--- src/hdl/urrb_pkg.sv ---
`timescale 1ns / 1ps

package urrb_pkg;

    localparam int BUFFER_DEPTH = 64;
    localparam int IDX_W        = $clog2(BUFFER_DEPTH);
    localparam int FILL_W       = 6;
    localparam int DELAY_W      = 14;
    localparam int CFG_DATA_W   = 14;
    localparam int CFG_IDX_W    = 3;

    localparam logic [IDX_W-1:0] LAST_IDX = IDX_W'(BUFFER_DEPTH - 1);

    // Configuration register indexes
    localparam logic [CFG_IDX_W-1:0] CFG_CENTER_DELAY = 3'd0;
    localparam logic [CFG_IDX_W-1:0] CFG_BIT_DELAY    = 3'd1;
    localparam logic [CFG_IDX_W-1:0] CFG_STOP_DELAY   = 3'd2;
    localparam logic [CFG_IDX_W-1:0] CFG_INVERT_LINE  = 3'd3;
    localparam logic [CFG_IDX_W-1:0] CFG_RX_ENABLE    = 3'd4;

    typedef enum logic [1:0] {
        REQ_TICK  = 2'd0,
        REQ_READ  = 2'd1,
        REQ_PEEK  = 2'd2,
        REQ_FLUSH = 2'd3
    } req_t;

    typedef enum logic [1:0] {
        PH_IDLE   = 2'd0,
        PH_CENTER = 2'd1,
        PH_DATA   = 2'd2,
        PH_STOP   = 2'd3
    } phase_t;

    typedef struct packed {
        req_t req_type;
        logic rx_level;
    } in_item_t;

    typedef struct packed {
        logic              data_valid;
        logic [7:0]        data_byte;
        logic [FILL_W-1:0] fill_count;
        logic              overflow;
        logic              byte_stored;
        logic              receiving;
    } out_item_t;

    typedef struct packed {
        logic [DELAY_W-1:0] center_delay;
        logic [DELAY_W-1:0] bit_delay;
        logic [DELAY_W-1:0] stop_delay;
        logic               invert_line;
        logic               rx_enable;
    } rx_cfg_t;

    typedef struct packed {
        logic       done;
        logic [7:0] data;
        logic       busy;
    } rx_evt_t;

    function automatic logic [IDX_W-1:0] next_index(input logic [IDX_W-1:0] i);
        return (i == LAST_IDX) ? '0 : i + 1'b1;
    endfunction

    function automatic logic [FILL_W-1:0] buffered(input logic [IDX_W-1:0] w,
                                                   input logic [IDX_W-1:0] r);
        logic [IDX_W:0] cnt;
        cnt = {1'b0, w} - {1'b0, r};
        if (w < r)
        begin
            cnt = cnt + (IDX_W+1)'(BUFFER_DEPTH);
        end
        return FILL_W'(cnt);
    endfunction

endpackage

--- src/hdl/uart_receiver_with_ring_buffer.sv ---
`timescale 1ns / 1ps
// A result is in the output register in the cycle after its input beat is accepted.
// Throughput: one beat per cycle; input stalls only while a result waits unread.
// Read and peek data comes from the registered read port of the byte RAM.
// Reset (async, rst_n low) clears indices, flags, frame state and config registers
// to their defaults; the byte RAM is not cleared, no clearing pass is needed.
module uart_receiver_with_ring_buffer (
    input  logic                                clk,
    input  logic                                rst_n,
    input  logic                                in_valid,
    output logic                                in_ready,
    input  urrb_pkg::in_item_t                  in_data,
    output logic                                out_valid,
    input  logic                                out_ready,
    output urrb_pkg::out_item_t                 out_data,
    input  logic                                cfg_we,
    input  logic [urrb_pkg::CFG_IDX_W-1:0]      cfg_index,
    input  logic [urrb_pkg::CFG_DATA_W-1:0]     cfg_data
);

    import urrb_pkg::*;

    rx_cfg_t           cfg_reg;
    rx_evt_t           evt;
    logic [IDX_W-1:0]  rd_idx_reg, rd_idx_next, rd_host;
    logic [IDX_W-1:0]  wr_idx_reg, wr_idx_next, wr_host;
    logic              dropped_reg, dropped_next;
    logic              accept;
    logic              host_rd;
    logic              host_flush;
    logic              store;
    logic              out_valid_reg;
    out_item_t         res_reg, res_next;
    logic [7:0]        ram_rdata;

    assign in_ready = !out_valid_reg || out_ready;
    assign accept   = in_valid && in_ready;

    urrb_rx u_rx (
        .clk   (clk),
        .rst_n (rst_n),
        .tick  (accept),
        .level (in_data.rx_level),
        .cfg   (cfg_reg),
        .evt   (evt)
    );

    // host request acts on the buffer before the receiver tick
    always_comb
    begin
        host_rd    = cfg_reg.rx_enable && (in_data.req_type inside {REQ_READ, REQ_PEEK})
                     && (rd_idx_reg != wr_idx_reg);
        host_flush = cfg_reg.rx_enable && (in_data.req_type == REQ_FLUSH);
        rd_host    = rd_idx_reg;
        wr_host    = wr_idx_reg;
        if (host_rd && in_data.req_type == REQ_READ)
        begin
            rd_host = next_index(rd_idx_reg);
        end
        else if (host_flush)
        begin
            rd_host = '0;
            wr_host = '0;
        end
        store        = evt.done && (next_index(wr_host) != rd_host);
        rd_idx_next  = rd_host;
        wr_idx_next  = store ? next_index(wr_host) : wr_host;
        dropped_next = dropped_reg | (evt.done && !store);

        res_next.data_valid  = host_rd;
        res_next.data_byte   = '0;
        res_next.fill_count  = cfg_reg.rx_enable ? buffered(wr_idx_next, rd_idx_next) : '0;
        res_next.overflow    = dropped_next;
        res_next.byte_stored = store;
        res_next.receiving   = evt.busy;
    end

    urrb_ram #(
        .WIDTH (8),
        .DEPTH (BUFFER_DEPTH)
    ) u_ram (
        .clk   (clk),
        .we    (accept && store),
        .waddr (wr_host),
        .wdata (evt.data),
        .re    (accept && host_rd),
        .raddr (rd_idx_reg),
        .rdata (ram_rdata)
    );

    always_ff @(posedge clk or negedge rst_n)
    begin
        if (!rst_n)
        begin
            cfg_reg.center_delay <= DELAY_W'(114);
            cfg_reg.bit_delay    <= DELAY_W'(236);
            cfg_reg.stop_delay   <= DELAY_W'(236);
            cfg_reg.invert_line  <= 1'b0;
            cfg_reg.rx_enable    <= 1'b1;
            rd_idx_reg           <= '0;
            wr_idx_reg           <= '0;
            dropped_reg          <= 1'b0;
        end
        else
        begin
            if (accept)
            begin
                rd_idx_reg  <= rd_idx_next;
                wr_idx_reg  <= wr_idx_next;
                dropped_reg <= dropped_next;
            end
            if (cfg_we)
            begin
                case (cfg_index)
                    CFG_CENTER_DELAY: cfg_reg.center_delay <= cfg_data[DELAY_W-1:0];
                    CFG_BIT_DELAY:    cfg_reg.bit_delay    <= cfg_data[DELAY_W-1:0];
                    CFG_STOP_DELAY:   cfg_reg.stop_delay   <= cfg_data[DELAY_W-1:0];
                    CFG_INVERT_LINE:  cfg_reg.invert_line  <= cfg_data[0];
                    CFG_RX_ENABLE:
                    begin
                        // re-enable empties the buffer and clears overflow
                        if (cfg_data[0] && !cfg_reg.rx_enable)
                        begin
                            rd_idx_reg  <= '0;
                            wr_idx_reg  <= '0;
                            dropped_reg <= 1'b0;
                        end
                        cfg_reg.rx_enable <= cfg_data[0];
                    end
                    default:
                    begin
                        cfg_reg <= cfg_reg;
                    end
                endcase
            end
        end
    end

    always_ff @(posedge clk or negedge rst_n)
    begin
        if (!rst_n)
        begin
            out_valid_reg <= 1'b0;
        end
        else if (accept)
        begin
            out_valid_reg <= 1'b1;
        end
        else if (out_ready)
        begin
            out_valid_reg <= 1'b0;
        end
    end

    always_ff @(posedge clk)
    begin
        if (accept)
        begin
            res_reg <= res_next;
        end
    end

    assign out_valid = out_valid_reg;

    always_comb
    begin
        out_data           = res_reg;
        out_data.data_byte = res_reg.data_valid ? ram_rdata : 8'd0;
    end

endmodule

--- src/hdl/urrb_ram.sv ---
`timescale 1ns / 1ps

module urrb_ram #(
    parameter int WIDTH = 8,
    parameter int DEPTH = 64
) (
    input  logic                     clk,
    input  logic                     we,
    input  logic [$clog2(DEPTH)-1:0] waddr,
    input  logic [WIDTH-1:0]         wdata,
    input  logic                     re,
    input  logic [$clog2(DEPTH)-1:0] raddr,
    output logic [WIDTH-1:0]         rdata
);

    logic [WIDTH-1:0] mem_reg [DEPTH];
    logic [WIDTH-1:0] rdata_reg;

    always_ff @(posedge clk)
    begin
        if (we)
        begin
            mem_reg[waddr] <= wdata;
        end
        if (re)
        begin
            rdata_reg <= mem_reg[raddr];
        end
    end

    assign rdata = rdata_reg;

endmodule

--- src/hdl/urrb_rx.sv ---
`timescale 1ns / 1ps

module urrb_rx (
    input  logic            clk,
    input  logic            rst_n,
    input  logic            tick,
    input  logic            level,
    input  urrb_pkg::rx_cfg_t cfg,
    output urrb_pkg::rx_evt_t evt
);

    import urrb_pkg::*;

    phase_t             phase_reg, phase_next;
    logic [DELAY_W-1:0] tick_reg, tick_next;
    logic [2:0]         bit_reg, bit_next;
    logic [7:0]         shift_reg, shift_next;
    logic               last_reg;
    logic               delay_done;
    logic               start_edge;

    // a delay of 0 or 1 ends on this tick
    assign delay_done = (tick_reg <= DELAY_W'(1));
    assign start_edge = (level != last_reg) && (level == cfg.invert_line);

    always_comb
    begin
        phase_next = phase_reg;
        if (!cfg.rx_enable)
        begin
            phase_next = PH_IDLE;
        end
        else
        begin
            case (phase_reg)
                PH_IDLE:   if (start_edge) phase_next = PH_CENTER;
                PH_CENTER: if (delay_done) phase_next = PH_DATA;
                PH_DATA:   if (delay_done && bit_reg == 3'd7) phase_next = PH_STOP;
                PH_STOP:   if (delay_done) phase_next = PH_IDLE;
                default:   phase_next = PH_IDLE;
            endcase
        end
    end

    always_comb
    begin
        tick_next  = tick_reg;
        bit_next   = bit_reg;
        shift_next = shift_reg;
        evt.done   = 1'b0;
        evt.data   = cfg.invert_line ? ~shift_reg : shift_reg;
        evt.busy   = (phase_next != PH_IDLE);
        if (cfg.rx_enable)
        begin
            case (phase_reg)
                PH_IDLE:
                begin
                    if (start_edge)
                    begin
                        tick_next  = cfg.center_delay;
                        bit_next   = '0;
                        shift_next = '0;
                    end
                end
                PH_CENTER:
                begin
                    tick_next = delay_done ? cfg.bit_delay : tick_reg - 1'b1;
                end
                PH_DATA:
                begin
                    if (delay_done)
                    begin
                        shift_next[bit_reg] = shift_reg[bit_reg] | level;
                        if (bit_reg == 3'd7)
                        begin
                            tick_next = cfg.stop_delay;
                            bit_next  = '0;
                        end
                        else
                        begin
                            tick_next = cfg.bit_delay;
                            bit_next  = bit_reg + 1'b1;
                        end
                    end
                    else
                    begin
                        tick_next = tick_reg - 1'b1;
                    end
                end
                PH_STOP:
                begin
                    // stop bit level is not checked
                    if (delay_done)
                    begin
                        evt.done = 1'b1;
                    end
                    else
                    begin
                        tick_next = tick_reg - 1'b1;
                    end
                end
                default:
                begin
                    tick_next = tick_reg;
                end
            endcase
        end
    end

    always_ff @(posedge clk or negedge rst_n)
    begin
        if (!rst_n)
        begin
            phase_reg <= PH_IDLE;
            tick_reg  <= '0;
            bit_reg   <= '0;
            shift_reg <= '0;
            last_reg  <= 1'b1;
        end
        else if (tick)
        begin
            phase_reg <= phase_next;
            tick_reg  <= tick_next;
            bit_reg   <= bit_next;
            shift_reg <= shift_next;
            last_reg  <= level;
        end
    end

endmodule

--- config.mk ---
export PLATFORM = sky130hd
export DESIGN_NAME = uart_receiver_with_ring_buffer
export DESIGN_NICKNAME = d
export VERILOG_FILES = /design/src/hdl/urrb_pkg.sv /design/src/hdl/uart_receiver_with_ring_buffer.sv /design/src/hdl/urrb_ram.sv /design/src/hdl/urrb_rx.sv
export SDC_FILE = /design/constraint.sdc
export NUM_CORES = 1
export LEC_CHECK = 0
export ABC_CLOCK_PERIOD_IN_PS = 17820
export BUFFER_PORTS_ARGS = -buffer_cell sky130_fd_sc_hd__buf_2
export CAP_MARGIN = 25
export CELL_PAD_IN_SITES_DETAIL_PLACEMENT = 0
export CELL_PAD_IN_SITES_GLOBAL_PLACEMENT = 1
export CORE_MARGIN = 2
export CORE_UTILIZATION = 40
export DETAILED_ROUTE_END_ITERATION = 16
export PLACE_DENSITY = 0.73
export SKIP_LAST_GASP = 1
export SYNTH_ARGS = -nofsm -noshare
export SYNTH_HDL_FRONTEND = slang
export SYNTH_HIERARCHICAL = 1
export SYNTH_SLANG_ARGS = --single-unit
--- constraint.sdc ---
create_clock -name clk -period 17.82 [get_ports clk]
set_clock_uncertainty 0.15 [all_clocks]
set_input_delay 3.564 -clock clk [delete_from_list [all_inputs] [get_ports clk]]
set_output_delay 3.564 -clock clk [all_outputs]
set_load 0.005 [all_outputs]
### Word-level counts from Yosys, hierarchy flattened

Memories as Yosys holds them, arrays and structs flattened. A register that Yosys moved wholly into a read port is not among the register bits.
Index checks and enable logic that the tools add are counted.
W data, S select, Z words.

| storage, ports and cells | value |
|---|---|
| output and inout bits | 20 |
| memories kept | 1 |
| word-level logic and storage cells | 136 |
| memory bits (writable) | 512 |
| latch bits | 0 |
| ROM bits | 0 |
| input bits | 25 |
| flip-flop bits (word level) | 96 |

| operators by class | value |
|---|---|
| order comparisons | 4 |
| bitwise operators | 3 |
| divide/modulo/power cells | 0 |
| reduce and logical (&&, ||, !) cells | 30 |
| add/subtract/negate cells | 6 |
| equal/unequal tests | 20 |
| shift-type cells | 0 |
| $mul | 0 |
| mux-type cells | 53 |

Memory list:

| memory | words | width | rd ports | clocked after Yosys merged registers in | write ports | line | RTL |
|---|---|---|---|---|---|---|---|
| u_ram.mem_reg | 64 | 8 | 1 | 1 | 1 | urrb_ram.sv:16 | `logic [WIDTH-1:0] mem_reg [DEPTH];` |

Operators with widths:

| kind | count |
|---|---|
| $mux W6 | 16 |
| $mux W14 | 5 |
| $pmux W14 S4 | 1 |
| $mux W8 | 4 |
| $add A6 B1 Y6 const B | 3 |
| $pmux W8 S2 | 1 |
| $le A14 B1 Y1 const B | 1 |
| $sub A14 B1 Y14 const B | 1 |
| $logic_and A1 B1 Y1 | 13 |
| $mux W1 | 13 |
| $eq A6 B6 Y1 const B | 2 |
| $ne A6 B6 Y1 | 2 |
| $mux W2 | 5 |
| $reduce_and A2 Y1 | 5 |
| $mux W3 | 3 |
| $bwmux W8 | 1 |
| $eq A2 B2 Y1 const B | 4 |
| $not A8 Y8 | 1 |
| $pmux W2 S4 | 1 |
| $reduce_bool A2 Y1 | 4 |
| $eq A3 B2 Y1 const B | 2 |
| $eq A3 B3 Y1 const B | 2 |
| $lt A6 B6 Y1 | 1 |
| $pmux W3 S2 | 1 |
| 19 further kinds | 24 |

### Logic depth before layout (Yosys ltp)

| logic depth | value |
|---|---|
| depth in word-level cells | 17 |
| gate-level depth with buffers | 27 |
| mapped depth without buffers | 24 |

### Hierarchy

Netlist, hierarchy kept.

Modules (own cells, without submodules):

| module | seq. area each (µm²) | area each (µm²) | cells an instance | instances |
|---|---|---|---|---|
| urrb_ram | 15615.0 | 20246.9 | 940 | 1 |
| uart_receiver_with_ring_buffer | 1770.4 | 3696.0 | 338 | 1 |
| urrb_rx | 701.9 | 2309.7 | 294 | 1 |

### Worst setup path after synthesis

Ideal clock, no wire load.

| timing | value |
|---|---|
| kind | in2reg |
| start point | input port in_data[2] (netlist name) |
| end point | register res_reg, in the netlist out_data[8], data pin |
| setup time | 0.272 ns |
| stages on the path | 26 |
| data required time | 17.398 ns |
| path slack | 8.951 ns |
| buffers on the path | 3 |
| arrival time | 8.447 ns |
| cell sequence | inv_1 -> ha_1 -> and3b_1 -> a21boi_2 -> buf_4 -> nor2_1 -> clkbuf_1 -> nor2b_1 -> ha_1 -> and3_1 -> and3_1 -> nor2_1 -> o21ai_0 -> xnor2_1 -> nand4_2 -> o21ai_4 -> buf_2 -> nand2_1 -> o21ai_0 -> ha_1 -> a21o_1 -> a21o_1 -> a21o_1 -> a21oi_1 -> xnor2_1 -> mux4_2 |

| between the ends | value |
|---|---|
| word-level cells in the longest chain between the ends | 14 |
| elaborated cells between the ends (all ways) | 22 |
| classes of those cells | 3 x add/sub; 1 x order compare; 5 x eq/ne; 7 x mux; 6 x reduce/logical |

Ends and longest elaborated chain:

| item | line | RTL |
|---|---|---|
| start: declaration | uart_receiver_with_ring_buffer.sv:12 | `input urrb_pkg::in_item_t in_data,` |
| $eq A2 B1 Y1 or $eq A2 B2 Y1 (tied branches) | uart_receiver_with_ring_buffer.sv:51, uart_receiver_with_ring_buffer.sv:56 |  |
| $reduce_bool A2 Y1 | uart_receiver_with_ring_buffer.sv:51 | `host_rd = cfg_reg.rx_enable && (in_data.req_type inside {REQ_READ, REQ_PEEK})` |
| $logic_and A1 B1 Y1 | uart_receiver_with_ring_buffer.sv:51 |  |
| $logic_and A1 B1 Y1 | uart_receiver_with_ring_buffer.sv:52 | `&& (rd_idx_reg != wr_idx_reg);` |
| $logic_and A1 B1 Y1 | uart_receiver_with_ring_buffer.sv:56 | `if (host_rd && in_data.req_type == REQ_READ)` |
| $mux W6 (*) | uart_receiver_with_ring_buffer.sv:56 |  |
| net wr_host[0] | uart_receiver_with_ring_buffer.sv:26 | `logic [IDX_W-1:0] wr_idx_reg, wr_idx_next, wr_host;` |
| $add A6 B1 Y6 or $eq A6 B6 Y1 (tied branches) | urrb_pkg.sv:64 | `return (i == LAST_IDX) ? '0 : i + 1'b1;` |
| $mux W6 | urrb_pkg.sv:64 |  |
| $ne A6 B6 Y1 | uart_receiver_with_ring_buffer.sv:65 | `store = evt.done && (next_index(wr_host) != rd_host);` |
| $logic_and A1 B1 Y1 | uart_receiver_with_ring_buffer.sv:65 |  |
| $mux W6 (*) | uart_receiver_with_ring_buffer.sv:67 | `wr_idx_next = store ? next_index(wr_host) : wr_host;` |
| $sub A6 B6 Y6 | urrb_pkg.sv:70 | `cnt = {1'b0, w} - {1'b0, r};` |
| $add A6 B1 Y6 | urrb_pkg.sv:73 | `cnt = cnt + (IDX_W+1)'(BUFFER_DEPTH);` |
| $mux W6 (*) | urrb_pkg.sv:71 | `if (w < r)` |
| end signal: assignment | uart_receiver_with_ring_buffer.sv:159 | `res_reg <= res_next;` |
| end: declaration | uart_receiver_with_ring_buffer.sv:33 | `out_item_t res_reg, res_next;` |

The timed path passes the listed nets; every way through them passes the cells marked *.
A chain may end at the register's enable or synchronous reset.

### Final worst setup path

| timing | value |
|---|---|
| start point | input port in_data[1] (netlist name) |
| end point | memory u_ram.mem_reg[46][7] (enable) |

| between the ends | value |
|---|---|
| word-level cells in the longest chain between the ends | 13 |
| elaborated cells between the ends (all ways) | 20 |
| classes of those cells | 1 x add/sub; 5 x eq/ne; 7 x mux; 7 x reduce/logical |

Ends and longest elaborated chain:

| item | line | RTL |
|---|---|---|
| $eq A2 B1 Y1 or $eq A2 B2 Y1 (tied branches) | uart_receiver_with_ring_buffer.sv:51, uart_receiver_with_ring_buffer.sv:56 |  |
| $reduce_bool A2 Y1 | uart_receiver_with_ring_buffer.sv:51 |  |
| $logic_and A1 B1 Y1 | uart_receiver_with_ring_buffer.sv:51 |  |
| $logic_and A1 B1 Y1 | uart_receiver_with_ring_buffer.sv:52 |  |
| $logic_and A1 B1 Y1 | uart_receiver_with_ring_buffer.sv:56 |  |
| $mux W6 (*) | uart_receiver_with_ring_buffer.sv:56 |  |
| net wr_host[1] | uart_receiver_with_ring_buffer.sv:26 |  |
| $add A6 B1 Y6 or $eq A6 B6 Y1 (tied branches) | urrb_pkg.sv:64 |  |
| $mux W6 | urrb_pkg.sv:64 |  |
| $ne A6 B6 Y1 | uart_receiver_with_ring_buffer.sv:65 |  |
| $logic_and A1 B1 Y1 | uart_receiver_with_ring_buffer.sv:65 |  |
| $logic_and A1 B1 Y1 | uart_receiver_with_ring_buffer.sv:83 | `.we (accept && store),` |
| $mux W1 | urrb_ram.sv:21 | `if (we)` |
| $mux W1 (not written as such) | urrb_ram.sv:23 | `mem_reg[waddr] <= wdata;` |
| end: declaration | urrb_ram.sv:16 |  |

Marks and branches as above.

==> summary.txt <==
STA
  – Setup_tns: 0 ns
  – Final-report max-slew violation count: 0
  – FMAX: 105 MHz
  – RSZ-0062 raised after global routing: no
  – Crit path time final: 9.50 ns
  – Final hold slack: 0.357 ns
  – Relative slew slack: 29.8%
  – Final Hold Viols: 0
  – Fin crit share: 53.3%
  – Worst slew pin tran: 1.05 ns
  – Final setup viols: 0

Global route
  – Global-route wire length before repair: 93600 µm
  – GRT Util Overall: 18.4%
  – M1 GR Usage: 26.9%
  – GR Util met3: 3.03%
  – M2 GR Usage: 28.2%
  – Largest net degree at the start of global routing: 73
  – Vias in the first global route: 14500
  – Initial antenna violation count: 0
  – Busiest layer in global routing: met2
  – Grt ovf: 0

Route
  – Drt pass-1 iters: 7
  – DRC violations left: 0
  – Via count: 14400
  – WL final: 61000 µm
  – Via density: 5.73
  – Routed Antenna Nets: 0
  – 1st-iter DRT viols: 1619
  – DR WL/cell: 24.2 µm

Setup path
  – Crit-path max FO: 19
  – CP max stage delay: 0.81 ns
  – Worst setup endpoint: u_ram/mem_reg[46][7]
  – CP Data Required Time: 17.90 ns
  – CP most frequent cell: nor2_1
  – Crit start category: primary input
  – Crit-path slowest cell: nor2_1
  – Reg2Reg Depth: 17
  – Critical path origin: in_data[1]
  – CP top delay family: simple AND/OR/NAND/NOR gates
  – Critical Path, Cell by Cell: buf_2 > ha_1 > and3b_1 > a21boi_2 > nor2_1 > nor2b_1 > ha_1 > and3_1 > and3_1 > nor2_1 > o21ai_0 > xnor2_1 > nand4_2 > o21ai_4 > nor2_1 > nor2b_1 > nand3_1 > nor2_1
  – RR Startpoint: rd_idx_reg[0]
  – Critical setup path kind: in -> reg
  – CP bufs+invs: 1
  – Crit end category: register
  – RR Endpoint: u_ram/mem_reg[46][7]
  – Arrival time of the worst setup path: 9.58 ns
  – FF-to-FF setup slack: 10.69 ns
  – Cell depth of the worst setup path: 18

Yosys
  – Mapped Cells: 1572
  – Post-synthesis sequential area ratio: 68.9%
  – Async SR Flop Fraction: 14.0%
  – Number of synthesis warnings: 6
  – Mean area per synthesized cell: 16.7 µm²
  – EDFF count, synth: 530
  – Register bit total from synthesis: 616
  – Dominant synthesized flop cell: edfxtp_1
  – Cell Area, Synth: 26300 µm²
  – Mapped Nets: 1611
  – Synth unique cells: 76

Final layout
  – Final Instance Area: 29400 µm²
  – Commonest non-fill, non-tap cells in the layout: edfxtp_1, nor2_1, mux4_2, nand2_1, dfrtp_1
  – # nets final: 1658
  – Number of diodes: 0
  – Layout cells sized above 1: 23.6%
  – Fin cells: 2519
  – Filler cell count: 5600
  – Finished Core Util: 45.4%
  – Commonest non-fill, non-tap cell in the layout: edfxtp_1
  – Area Growth Syn to Fin: 11.8%
  – Max FFs per register: 512

Pwr
  – P_int: 2.70 mW
  – NetSw: 1.08 mW
  – Leak: 9.59 nW
  – Clock power share: 32.0%
  – Worst vdd ir: 0.0719 mV
  – Net Sw Frac: 28.6%
  – Flop pwr share: 47.7%
  – Combinational fraction of design power: 20.4%
  – Power Density: 129 nW/µm²

Run
  – Max-Cap Viols: 0

Placed design
  – Hpwl dp: 37300 µm
  – Placed insts: 2409
  – Gp weighted congestion: 0.863
  – Input/output buffers: 44
  – Post-place instance area: 27400 µm²

Clocking
  – CTS Buf Count: 58
  – Latest clock arrival within the worst-skew pair: 0.64 ns
  – CTS Hold Buffers Added: 0
  – H-Tree Depth: 2
  – Root buffer cell: clkbuf_16
  – CTS resizes: 0
  – Buffers inserted by post-CTS timing repair: 0
  – CTS tree: yes
  – Clock transition at path regs: 0.07 ns
  – Maximum clock insertion buffer count: 3
  – Sink Count: 616

Floorplan
  – Row Count: 93
  – Core area: 64700 µm²
  – Total I/O pin count: 45
  – Die H: 260 µm
  – Full die area: 67700 µm²
  – Die Span X: 260 µm
  – Initial Util: 40.6%

Status
  – Outcome: complete, no violations

Hold path
  – HP Class: reg -> reg
==> power by group through the flow <==
stage / registers [mW] / clock network (mW) / logic (mW)
after CTS: 1.81 / 1.24 / 0.777
final: 1.80 / 1.21 / 0.771
after detailed placement: 1.84 / 0 / 0.775
after floorplan: 1.78 / 0 / 0.581
after global routing: 1.82 / 1.29 / 0.837
after global placement: 1.83 / 0 / 0.763
==> final cells by class <==
| cell class | count | area (µm²) | area share, % |
|---|---|---|---|
| sequential | 616 | 18100 | 61.6 |
| multi-input combinational | 851 | 7780 | 26.5 |
| clock buffer | 71 | 1500 | 5.11 |
| tap | 855 | 1070 | 3.64 |
| timing repair buffer | 75 | 474 | 1.62 |
| clock inverter | 34 | 372 | 1.27 |
| inverter | 17 | 63.8 | 0.217 |
==> Yosys cell counts, drive strengths merged (5+ instances only) <==
cell type / instances / area share [%]
a211oi: 11 / 0.31
a21o: 5 / 0.14
a21oi: 45 / 0.87
a221oi: 6 / 0.20
a22o: 7 / 0.23
and2: 16 / 0.38
and3: 7 / 0.17
buf: 46 / 1.2
clkbuf: 42 / 0.60
dfrtp: 70 / 6.7
dfstp: 16 / 1.6
edfxtp: 530 / 61
ha: 13 / 0.62
inv: 15 / 0.21
mux2: 57 / 2.4
mux2i: 46 / 1.8
mux4: 129 / 11
nand2: 70 / 1.0
nand2b: 14 / 0.33
nand3: 36 / 0.69
nand3b: 6 / 0.17
nor2: 154 / 2.2
nor2b: 21 / 0.50
nor3: 19 / 0.36
nor4: 6 / 0.20
o21ai: 49 / 0.98
o221a: 5 / 0.21
o221ai: 17 / 0.57
o22ai: 9 / 0.21
o31ai: 6 / 0.19
or3: 7 / 0.17
xnor2: 12 / 0.40
xor2: 20 / 0.70
==> worst min-delay path by stage <==
stage,start,endpoint,slack (ns),cells after the start
floorplan,dropped_reg,dropped_reg,0.31,2
global placement,dropped_reg,dropped_reg,0.33,2
detailed placement,cfg_reg[32],cfg_reg[32],0.35,1
CTS,cfg_reg[32],cfg_reg[32],0.36,1
global route,cfg_reg[41],cfg_reg[41],0.38,1
finish,cfg_reg[32],cfg_reg[32],0.36,1
==> logic make-up (layout without fill, tap and decap cells) <==
group / after synthesis / count (layout) / synth area share, %
buf+inv: 105 / 197 / 2.08
flops: 616 / 616 / 68.9
simple gates: 372 / 372 / 6.75
xor+xnor: 32 / 32 / 1.10
compound gates: 201 / 201 / 5.21
fa+ha+maj: 14 / 14 / 0.696
mux: 232 / 232 / 15.3
==> routing by layer <==
metal | part of all wire (%) | up-vias
li1 | - | 6286
met1 | 44 | 7477
met2 | 47 | 578
met3 | 6.8 | 94
met4 | 2.9 | 0
met5 | 0 | -
==> per-stage QoR <==
step | setup slack (ns) | total power [mW]
after floorplan | 8.95 | 2.36
after global placement | 8.03 | 2.60
after detailed placement | 7.82 | 2.61
after CTS | 8.47 | 3.82
after global routing | 7.86 | 3.94
final | 8.32 | 3.78
==> worst reg2reg max path: cells and delay by family, from the launching register on <==
kind            cells  cell delay [ns]
compound gates      3             0.81
xor+xnor            2             0.37
fa+ha+maj           1             0.41
flops               1             0.98
simple gates       11             4.01
Note: power is estimated with default switching activity, not from simulation.
